[config.mk]
export PLATFORM = sky130hd
export DESIGN_NAME = telnet_receive_negotiator_top
export DESIGN_NICKNAME = d
export VERILOG_FILES = /design/src/hdl/trn_pkg.sv /design/src/hdl/trn_core.sv /design/src/hdl/trn_rec_fifo.sv /design/src/hdl/trn_out_seq.sv /design/src/hdl/telnet_receive_negotiator_top.sv
export SDC_FILE = /design/constraint.sdc
export NUM_CORES = 1
export LEC_CHECK = 0
export BUFFER_PORTS_ARGS = -buffer_cell sky130_fd_sc_hd__buf_2
export CAP_MARGIN = 10
export CORE_MARGIN = 2
export CORE_UTILIZATION = 51
export CTS_CLUSTER_SIZE = 28
export DETAILED_ROUTE_END_ITERATION = 10
export GPL_TIMING_DRIVEN = 0
export PLACE_DENSITY = 0.68
export SLEW_MARGIN = 15
export SYNTH_ARGS = -nofsm -noshare
export SYNTH_HDL_FRONTEND = slang
export SYNTH_HIERARCHICAL = 1
export SYNTH_SLANG_ARGS = --single-unit
export TNS_END_PERCENT = 5
[constraint.sdc]
create_clock -name clk_i -period 13.9 [get_ports clk_i]
set_clock_uncertainty 0.1 [all_clocks]
set_input_delay 0.695 -clock clk_i [delete_from_list [all_inputs] [get_ports clk_i]]
set_output_delay 0.695 -clock clk_i [all_outputs]
set_load 0.01 [all_outputs]
[src/hdl/trn_pkg.sv]
`timescale 1ns / 1ps

package trn_pkg;

  // Telnet command and option bytes
  localparam logic [7:0] TEL_IAC  = 8'hFF;
  localparam logic [7:0] TEL_DONT = 8'hFE;
  localparam logic [7:0] TEL_DO   = 8'hFD;
  localparam logic [7:0] TEL_WONT = 8'hFC;
  localparam logic [7:0] TEL_WILL = 8'hFB;
  localparam logic [7:0] TEL_IP   = 8'hF4;
  localparam logic [7:0] TEL_SUSP = 8'hED;
  localparam logic [7:0] OPT_ECHO = 8'h01;
  localparam logic [7:0] OPT_SGA  = 8'h03;

  // user stream characters
  localparam logic [7:0] CH_NUL = 8'h00;
  localparam logic [7:0] CH_LF  = 8'h0A;
  localparam logic [7:0] CH_CR  = 8'h0D;
  localparam logic [7:0] CH_ETX = 8'h03;
  localparam logic [7:0] CH_EOT = 8'h04;
  localparam logic [7:0] CH_SUB = 8'h1A;

  localparam int unsigned MaxRes = 6;
  localparam int unsigned CntW   = 3;

  localparam logic [3:0] INSIST_LIMIT_RST = 4'd4;
  localparam logic [4:0] INSIST_MAX       = 5'd31;

  // configuration register indexes
  localparam logic REG_CLIENT_ROLE  = 1'b0;
  localparam logic REG_INSIST_LIMIT = 1'b1;

  // mode_request codes
  localparam logic [1:0] REQ_LINE     = 2'd0;
  localparam logic [1:0] REQ_CHAR     = 2'd1;
  localparam logic [1:0] REQ_LINEMODE = 2'd2;

  typedef enum logic [1:0] {
    OP_RX    = 2'd0,
    OP_START = 2'd1,
    OP_CLEAR = 2'd2,
    OP_NOP   = 2'd3
  } op_e;

  typedef enum logic [1:0] {
    MODE_NONE = 2'd0,
    MODE_LINE = 2'd1,
    MODE_CHAR = 2'd2
  } mode_e;

  typedef enum logic [2:0] {
    PH_DATA = 3'b001,
    PH_IAC  = 3'b010,
    PH_CMD  = 3'b100
  } phase_e;

  // all results of one input item
  typedef struct packed {
    logic                 ch;     // 0 user, 1 peer
    logic [CntW-1:0]      cnt;    // number of bytes, 0 when none
    logic [MaxRes-1:0][7:0] bytes;
    logic [1:0]           nego;
    logic [2:0]           flags;
  } rec_t;

endpackage

[src/hdl/trn_core.sv]
`timescale 1ns / 1ps

module trn_core (
  input  logic                clk_i,
  input  logic                rst_ni,
  input  logic                acc_i,
  input  logic [1:0]          operation_i,
  input  logic [7:0]          rx_byte_i,
  input  logic [1:0]          mode_request_i,
  input  logic                cfg_we_i,
  input  logic                cfg_idx_i,
  input  logic [3:0]          cfg_data_i,
  output trn_pkg::rec_t       rec_o
);

  trn_pkg::phase_e phase_q, phase_d;
  trn_pkg::mode_e  cur_q, cur_d, h_cur;
  logic [7:0] held_q, held_d;
  logic       want_char_q, want_char_d;
  logic [4:0] ic_q, ic_d, h_ic, ic_bump;
  logic       cr_q, cr_d;
  logic [2:0] flags_q, flags_d, ub_flags;
  logic       role_q;
  logic [3:0] limit_q;

  logic [7:0] req_do, req_dont, peer_will, peer_wont;
  logic [7:0] ub, h_cmd;
  logic       echo_sga, is_neg_cmd, h_send, handled, fallback, server;

  assign server    = ~role_q;
  assign req_do    = role_q ? trn_pkg::TEL_DO   : trn_pkg::TEL_WILL;
  assign req_dont  = role_q ? trn_pkg::TEL_DONT : trn_pkg::TEL_WONT;
  assign peer_will = role_q ? trn_pkg::TEL_WILL : trn_pkg::TEL_DO;
  assign peer_wont = role_q ? trn_pkg::TEL_WONT : trn_pkg::TEL_DONT;

  assign ic_bump  = (ic_q == trn_pkg::INSIST_MAX) ? ic_q : ic_q + 5'd1;
  assign echo_sga = (rx_byte_i == trn_pkg::OPT_ECHO) || (rx_byte_i == trn_pkg::OPT_SGA);
  assign is_neg_cmd = (rx_byte_i == trn_pkg::TEL_DO) || (rx_byte_i == trn_pkg::TEL_DONT) ||
                      (rx_byte_i == trn_pkg::TEL_WILL) || (rx_byte_i == trn_pkg::TEL_WONT);

  // user byte: NUL right after CR turns into LF
  assign ub = (cr_q && rx_byte_i == trn_pkg::CH_NUL) ? trn_pkg::CH_LF : rx_byte_i;
  assign ub_flags = flags_q | {server && ub == trn_pkg::CH_SUB,
                               server && ub == trn_pkg::CH_EOT,
                               server && ub == trn_pkg::CH_ETX};

  // option reply for held command + received option byte
  always_comb begin
    h_ic    = ic_q;
    h_cur   = cur_q;
    h_send  = 1'b0;
    h_cmd   = trn_pkg::TEL_DONT;
    handled = 1'b0;
    if (echo_sga) begin
      if (want_char_q) begin
        if (held_q == peer_will) begin
          if (rx_byte_i == trn_pkg::OPT_ECHO) h_cur = trn_pkg::MODE_CHAR;
          handled = 1'b1;
        end else if (held_q == peer_wont) begin
          h_ic    = ic_bump;
          h_send  = (ic_bump <= {1'b0, limit_q});
          h_cmd   = req_do;
          handled = 1'b1;
        end
      end else begin
        if (held_q == peer_wont) begin
          handled = 1'b1;
        end else if (held_q == peer_will) begin
          h_ic    = ic_bump;
          h_send  = (ic_bump <= {1'b0, limit_q});
          h_cmd   = req_dont;
          handled = 1'b1;
        end
      end
    end
    if (!handled) begin
      h_send = 1'b1;
      h_cmd  = (held_q == trn_pkg::TEL_DO || held_q == trn_pkg::TEL_DONT) ?
               trn_pkg::TEL_WONT : trn_pkg::TEL_DONT;
    end
  end

  // give up on character mode: fall back to line negotiation
  assign fallback = (h_cur == trn_pkg::MODE_NONE) && want_char_q && (h_ic > {1'b0, limit_q});

  always_comb begin
    phase_d     = phase_q;
    cur_d       = cur_q;
    held_d      = held_q;
    want_char_d = want_char_q;
    ic_d        = ic_q;
    cr_d        = cr_q;
    flags_d     = flags_q;
    rec_o       = '0;
    rec_o.ch    = 1'b1;

    case (trn_pkg::op_e'(operation_i))
      trn_pkg::OP_RX: begin
        case (phase_q)
          trn_pkg::PH_IAC: begin
            phase_d = trn_pkg::PH_DATA;
            if (rx_byte_i == trn_pkg::TEL_IAC) begin
              cr_d           = 1'b0;
              rec_o.ch       = 1'b0;
              rec_o.cnt      = 3'd1;
              rec_o.bytes[0] = trn_pkg::TEL_IAC;
            end else if (is_neg_cmd) begin
              held_d  = rx_byte_i;
              phase_d = trn_pkg::PH_CMD;
            end else if (rx_byte_i == trn_pkg::TEL_IP) begin
              if (server) flags_d = flags_q | 3'b001;
            end else if (rx_byte_i == trn_pkg::TEL_SUSP) begin
              if (server) flags_d = flags_q | 3'b100;
            end
          end
          trn_pkg::PH_CMD: begin
            phase_d = trn_pkg::PH_DATA;
            ic_d    = h_ic;
            cur_d   = h_cur;
            if (h_send) begin
              rec_o.cnt      = 3'd3;
              rec_o.bytes[0] = trn_pkg::TEL_IAC;
              rec_o.bytes[1] = h_cmd;
              rec_o.bytes[2] = rx_byte_i;
            end
            if (fallback) begin
              want_char_d = 1'b0;
              cur_d       = trn_pkg::MODE_LINE;
              ic_d        = '0;
              rec_o.cnt   = 3'd6;
              if (h_send) begin
                // only the first request of the fallback fits
                rec_o.bytes[3] = trn_pkg::TEL_IAC;
                rec_o.bytes[4] = req_dont;
                rec_o.bytes[5] = trn_pkg::OPT_ECHO;
              end else begin
                rec_o.bytes[0] = trn_pkg::TEL_IAC;
                rec_o.bytes[1] = req_dont;
                rec_o.bytes[2] = trn_pkg::OPT_ECHO;
                rec_o.bytes[3] = trn_pkg::TEL_IAC;
                rec_o.bytes[4] = req_dont;
                rec_o.bytes[5] = trn_pkg::OPT_SGA;
              end
            end
          end
          default: begin
            phase_d = trn_pkg::PH_DATA;
            if (rx_byte_i == trn_pkg::TEL_IAC) begin
              phase_d = trn_pkg::PH_IAC;
            end else begin
              cr_d           = (rx_byte_i == trn_pkg::CH_CR);
              flags_d        = ub_flags;
              rec_o.ch       = 1'b0;
              rec_o.cnt      = 3'd1;
              rec_o.bytes[0] = ub;
            end
          end
        endcase
      end
      trn_pkg::OP_START: begin
        ic_d           = '0;
        rec_o.cnt      = 3'd6;
        rec_o.bytes[0] = trn_pkg::TEL_IAC;
        rec_o.bytes[2] = trn_pkg::OPT_ECHO;
        rec_o.bytes[3] = trn_pkg::TEL_IAC;
        rec_o.bytes[5] = trn_pkg::OPT_SGA;
        if (mode_request_i == trn_pkg::REQ_LINE) begin
          want_char_d    = 1'b0;
          cur_d          = trn_pkg::MODE_LINE;
          rec_o.bytes[1] = req_dont;
          rec_o.bytes[4] = req_dont;
        end else begin
          want_char_d    = 1'b1;
          cur_d          = trn_pkg::MODE_NONE;
          rec_o.bytes[1] = req_do;
          rec_o.bytes[4] = req_do;
        end
      end
      trn_pkg::OP_CLEAR: begin
        flags_d = '0;
      end
      default: begin
      end
    endcase

    rec_o.nego  = cur_d;
    rec_o.flags = flags_d;
  end

  always_ff @(posedge clk_i or negedge rst_ni) begin
    if (!rst_ni) begin
      phase_q     <= trn_pkg::PH_DATA;
      cur_q       <= trn_pkg::MODE_NONE;
      held_q      <= '0;
      want_char_q <= 1'b1;
      ic_q        <= '0;
      cr_q        <= 1'b0;
      flags_q     <= '0;
    end else if (acc_i) begin
      phase_q     <= phase_d;
      cur_q       <= cur_d;
      held_q      <= held_d;
      want_char_q <= want_char_d;
      ic_q        <= ic_d;
      cr_q        <= cr_d;
      flags_q     <= flags_d;
    end
  end

  always_ff @(posedge clk_i or negedge rst_ni) begin
    if (!rst_ni) begin
      role_q  <= 1'b1;
      limit_q <= trn_pkg::INSIST_LIMIT_RST;
    end else if (cfg_we_i) begin
      case (cfg_idx_i)
        trn_pkg::REG_CLIENT_ROLE:  role_q  <= cfg_data_i[0];
        trn_pkg::REG_INSIST_LIMIT: limit_q <= cfg_data_i;
        default: begin
        end
      endcase
    end
  end

endmodule

[src/hdl/trn_rec_fifo.sv]
`timescale 1ns / 1ps

module trn_rec_fifo (
  input  logic          clk_i,
  input  logic          rst_ni,
  input  logic          push_i,
  input  trn_pkg::rec_t wdata_i,
  input  logic          pop_i,
  output trn_pkg::rec_t head_o,
  output logic          empty_o,
  output logic          full_o
);

  trn_pkg::rec_t mem_q [2];
  logic       wr_q, rd_q;
  logic [1:0] cnt_q;

  assign empty_o = (cnt_q == 2'd0);
  assign full_o  = (cnt_q == 2'd2);
  assign head_o  = mem_q[rd_q];

  always_ff @(posedge clk_i) begin
    if (push_i) mem_q[wr_q] <= wdata_i;
  end

  always_ff @(posedge clk_i or negedge rst_ni) begin
    if (!rst_ni) begin
      wr_q  <= 1'b0;
      rd_q  <= 1'b0;
      cnt_q <= '0;
    end else begin
      if (push_i) wr_q <= ~wr_q;
      if (pop_i)  rd_q <= ~rd_q;
      case ({push_i, pop_i})
        2'b10:   cnt_q <= cnt_q + 2'd1;
        2'b01:   cnt_q <= cnt_q - 2'd1;
        default: cnt_q <= cnt_q;
      endcase
    end
  end

endmodule

[src/hdl/trn_out_seq.sv]
`timescale 1ns / 1ps

module trn_out_seq (
  input  logic          clk_i,
  input  logic          rst_ni,
  input  trn_pkg::rec_t head_i,
  input  logic          empty_i,
  input  logic          out_stall_i,
  output logic          pop_o,
  output logic          out_valid_o,
  output logic          channel_o,
  output logic [7:0]    out_byte_o,
  output logic          last_o,
  output logic [1:0]    nego_state_o,
  output logic          interrupt_seen_o,
  output logic          eof_seen_o,
  output logic          suspend_seen_o
);

  logic [trn_pkg::CntW-1:0] idx_q;
  logic xfer;

  assign out_valid_o      = ~empty_i;
  assign channel_o        = head_i.ch;
  assign out_byte_o       = head_i.bytes[idx_q];
  assign last_o           = (idx_q == head_i.cnt - 3'd1);
  assign nego_state_o     = head_i.nego;
  assign interrupt_seen_o = head_i.flags[0];
  assign eof_seen_o       = head_i.flags[1];
  assign suspend_seen_o   = head_i.flags[2];

  assign xfer  = out_valid_o && !out_stall_i;
  assign pop_o = xfer && last_o;

  always_ff @(posedge clk_i or negedge rst_ni) begin
    if (!rst_ni) begin
      idx_q <= '0;
    end else if (xfer) begin
      idx_q <= last_o ? '0 : idx_q + 3'd1;
    end
  end

endmodule

[src/hdl/telnet_receive_negotiator_top.sv]
`timescale 1ns / 1ps
// Channel | Handshake                  | Payload
// input   | in_valid_i / in_stall_o    | operation_i, rx_byte_i, mode_request_i
// output  | out_valid_o / out_stall_i  | channel_o, out_byte_o, last_o, nego_state_o,
//         |                            | interrupt_seen_o, eof_seen_o, suspend_seen_o
// config  | cfg_we_i                   | cfg_idx_i, cfg_data_i
//
// One input item per cycle while in_stall_o is low; parse and negotiation
// state update in the accept cycle. An item's results (0 to 6 bytes) land in a
// two-entry result queue and leave one byte per cycle while out_stall_i is low.
// in_stall_o is high only while both queue entries are occupied.
// Reset: character mode wanted, nothing negotiated, client role, insist limit 4.

module telnet_receive_negotiator_top (
  input  logic       clk_i,
  input  logic       rst_ni,
  input  logic       in_valid_i,
  output logic       in_stall_o,
  input  logic [1:0] operation_i,
  input  logic [7:0] rx_byte_i,
  input  logic [1:0] mode_request_i,
  output logic       out_valid_o,
  input  logic       out_stall_i,
  output logic       channel_o,
  output logic [7:0] out_byte_o,
  output logic       last_o,
  output logic [1:0] nego_state_o,
  output logic       interrupt_seen_o,
  output logic       eof_seen_o,
  output logic       suspend_seen_o,
  input  logic       cfg_we_i,
  input  logic       cfg_idx_i,
  input  logic [3:0] cfg_data_i
);

  trn_pkg::rec_t rec, head;
  logic acc, push, pop, empty, full;

  assign in_stall_o = full;
  assign acc        = in_valid_i && !full;
  assign push       = acc && (rec.cnt != '0);

  trn_core u_core (
    .clk_i,
    .rst_ni,
    .acc_i          (acc),
    .operation_i,
    .rx_byte_i,
    .mode_request_i,
    .cfg_we_i,
    .cfg_idx_i,
    .cfg_data_i,
    .rec_o          (rec)
  );

  trn_rec_fifo u_fifo (
    .clk_i,
    .rst_ni,
    .push_i  (push),
    .wdata_i (rec),
    .pop_i   (pop),
    .head_o  (head),
    .empty_o (empty),
    .full_o  (full)
  );

  trn_out_seq u_seq (
    .clk_i,
    .rst_ni,
    .head_i           (head),
    .empty_i          (empty),
    .out_stall_i,
    .pop_o            (pop),
    .out_valid_o,
    .channel_o,
    .out_byte_o,
    .last_o,
    .nego_state_o,
    .interrupt_seen_o,
    .eof_seen_o,
    .suspend_seen_o
  );

endmodule

==> impl_metrics.py <==
metrics = {
    "clocking": {
        "cts_hold_buf": 0,
        "numCtsBuffers": 17,
        "htree_levels": 4,
        "cts_root_buffer": "clkbuf_16",
        "post-cts-setup-buffer-count": 0,
        "clk_path_buf_depth": 2,
        "cts_resized": 0,
        "clock-sinks": 149,
        "clk_pin_slew_ns": 0.07,
        "clk_latency_ns": 0.43,
        "cts_tree": "done",
    },
    "place": {
        "dp_hpwl_um": 10900,
        "gp_congestion": 0.892,
        "pre_cts_ws_ns": 7.92,
        "io_buffers": 36,
        "placed_cell_area_um2": 8140,
    },
    "timing": {
        "slew_headroom_pct": 41.8,
        "hold_viol_final": 0,
        "period_needed_ns": 5.65,
        "grt_setup_unrepaired": "no",
        "tightestPinTransition_ns": 0.865,
        "setup_slack_ns": 8.25,
        "slew_violations": 0,
        "setup-tns-final_ns": 0,
        "max_freq_mhz": 177,
        "setup_viol": 0,
        "fin_crit_sh_pct": 40.7,
    },
    "grt": {
        "antenna_found_initial": 0,
        "grt_pass1_wl_um": 25300,
        "grt_max_degree": 45,
        "grt_pass1_vias": 4837,
        "grt_usage_pct": 20.8,
        "grt_overflow": 0,
    },
    "pwr": {
        "power.leakage_nw": 3.47,
        "peakVddDrop_uv": 109,
        "powerDensity_nw_per_um2": 178,
    },
    "floorplanning": {
        "pin_count": 39,
        "die_y_um": 126,
        "initial_core_util_pct": 52.3,
        "rows": 44,
        "core-area_um2": 14600,
        "die_x_um": 126,
        "die_area_um2": 15900,
    },
    "critical_path": {
        "required_ns": 13.92,
        "arrival_ns": 5.68,
        "critPathCapture": "u_fifo/mem_q[0][14]",
        "end_kind": "flip-flop",
        "cp-startpoint": "u_core/want_char_q",
        "reg2reg_setup_slack_ns": 8.25,
        "critPathLaunchType": "flip-flop",
        "r2r_start": "u_core/want_char_q",
        "reg2reg_depth": 17,
        "critPathKind": "reg -> reg",
        "r2r-end": "u_fifo/mem_q[0][14]",
        "cp_max_fo": 26,
    },
    "route": {
        "wl_um": 15700,
        "via_per_inst": 5.69,
        "ant_nets": 0,
        "drtIter0Drc": 368,
        "vias": 4726,
        "firstDrtPassIters": 5,
        "drc_errors": 0,
        "wl_per_cell_um": 18.9,
    },
    "layout": {
        "fin_nets": 668,
        "drive_gt1_share_pct": 35.0,
        "fill_cells": 1116,
        "area_growth_pct": 14.5,
        "diodes": 0,
        "final_area_um2": 8730,
        "postLayoutCoreUtil_pct": 59.8,
    },
    "logic_synthesis": {
        "syn_inst": 570,
        "synth_ff_type": "edfxtp_1",
        "synth_area_um2": 7620,
        "synth_area_per_cell_um2": 13.4,
        "yosysSeqAreaShare_pct": 56.4,
        "synthArstFlopShare_pct": 23.5,
        "yosysWarnings": 6,
        "synthDistinctLibCells": 71,
        "synth-edff-count": 114,
        "synth_seq_cells": 149,
    },
    "job": {
        "cap_violations": 0,
    },
    "min_path": {
        "hp-class": "in -> async",
    },
    "outcome": {
        "status": "complete, no violations",
    },
}
layout by cell type, fill, tap and decap left out, types with 6 or more instances in the layout:
master and instances:
or3_1 7, mux2i_1 9, nand3_1 6, ha_1 13, o22ai_1 10, buf_6 6
or2_2 8, buf_2 41, mux2_2 51, mux4_2 8, nor2_1 24, nand2_1 26
clkbuf_1 9, inv_1 25, buf_4 30, nor2b_1 8, mux2_4 20, o21ai_0 22
clkbuf_16 17, dfrtp_1 31, and2_1 9, edfxtp_1 114, nor3_1 10, conb_1 6
xnor2_1 10, a21oi_1 17
worst min path at each step:
stage	slack (ns)	endpoint	depth (start not counted)	start
floorplan	0.30	u_core/cr_q	0	rst_ni
global placement	0.35	u_core/held_q[3]	1	u_core/held_q[3]
detailed placement	0.36	u_core/held_q[7]	1	u_core/held_q[7]
CTS	0.31	u_fifo/cnt_q[0]	1	rst_ni
global route	0.34	u_fifo/cnt_q[1]	1	rst_ni
finish	0.28	u_fifo/cnt_q[1]	1	rst_ni
worst max-delay path, cell delays in order (launching register included):
cell      delay, ns
dfstp_2        0.51
clkbuf_1       0.28
inv_1          0.16
nor4_1         0.60
o21a_1         0.30
and2_1         0.24
mux2_2         0.35
ha_1           0.29
nor2b_1        0.13
o21ai_0        0.08
a32o_1         0.23
a31o_4         0.29
and2_1         0.18
o21ai_0        0.42
o31a_1         0.28
inv_1          0.11
nor2_4         0.51
buf_12         0.27
routing by layer:
layer | up-vias | global-route usage [%] | routed length (um)
met5 | - | 0 | 0
met4 | 0 | 7.24 | 329
li1 | 2225 | - | -
met3 | 29 | 4.97 | 683
met1 | 2338 | 26.8 | 6890
met2 | 134 | 34.5 | 7820
per-stage QoR:
step	power [mW]	instances	hold slack, ns
after global placement	1.09	795	0.351
final	1.55	830	0.277
after floorplan	0.961	575	0.299
after detailed placement	1.11	798	0.356
after global routing	1.63	830	0.335
after CTS	1.56	830	0.312
final cells by class:
type	count	area [um2]	area share, %
Timing Repair Buffer	39	255	2.92
Buffer	52	360	4.13
Inverter	27	101	1.16
Clock buffer	17	425	4.87
Multi-Input combinational cell	347	2890	33.1
Clock inverter	15	166	1.91
Tap cell	184	230	2.64
Sequential cell	149	4300	49.3
where the power goes:
part | switching [mW] | internal [mW] | leakage, nW
Sequential | 0.0255 | 0.556 | 1.51
Combinational | 0.265 | 0.251 | 1.67
Clock | 0.198 | 0.254 | 0.285
Total | 0.488 | 1.06 | 3.47
synth_stat cells (all sizes together), types with 2 or more instances:
| cell type | instances | area [um2] |
|---|---|---|
| o21ai | 27 | 139 |
| xor2 | 4 | 35.0 |
| or3b | 2 | 17.5 |
| o31ai | 3 | 22.5 |
| nand3 | 6 | 30.0 |
| nand2b | 5 | 38.8 |
| a21o | 3 | 22.5 |
| mux2i | 9 | 90.1 |
| or3 | 7 | 43.8 |
| o211ai | 4 | 45.1 |
| mux4 | 8 | 180 |
| nor4 | 5 | 58.8 |
| o22ai | 10 | 62.6 |
| nor2 | 25 | 93.8 |
| nor2b | 9 | 63.8 |
| a22oi | 3 | 27.5 |
| or2 | 8 | 50.1 |
| mux2 | 71 | 875 |
| a21oi | 18 | 93.8 |
| and2 | 10 | 62.6 |
| nand4 | 4 | 25.0 |
| a31oi | 2 | 12.5 |
| buf | 42 | 322 |
| nor3 | 10 | 50.1 |
| ha | 13 | 163 |
| a31o | 3 | 35.0 |
| o21a | 5 | 37.5 |
| nand2 | 26 | 97.6 |
| or4 | 2 | 18.8 |
| o32ai | 2 | 17.5 |
| a22o | 3 | 26.3 |
| inv | 27 | 101 |
| dfrtp | 31 | 776 |
| xnor2 | 10 | 87.6 |
| clkbuf | 10 | 38.8 |
| a32o | 3 | 30.0 |
| edfxtp | 114 | 3420 |
| nor4b | 5 | 58.8 |
| dfstp | 4 | 105 |
| and3 | 4 | 25.0 |
| a32oi | 2 | 17.5 |
sequential cells by signal, indices dropped and copies added (netlist names), 2 cells and up:
signal,count
u_core/held_q,8
u_seq/idx_q,3
u_core/ic_q,5
u_core/flags_q,3
u_fifo/cnt_q,2
u_core/cur_q,2
u_fifo/mem_q,114
u_core/phase_q,3
u_core/limit_q,4
logic make-up (layout without fill, tap and decap cells):
group / count (synthesis) / in the layout / synth area share (%)
buffers and inverters: 79 / 150 / 6.05
multiplexers: 88 / 88 / 15.0
flip-flops: 149 / 149 / 56.4
adder cells (fa/ha/maj): 13 / 13 / 2.13
other: 1 / 6 / 0.0492
XOR/XNOR: 15 / 15 / 1.92
AO/OA/AOI/OAI: 93 / 93 / 8.29
AND/OR/NAND/NOR: 132 / 132 / 10.1
(Power assumes the default switching activity.)
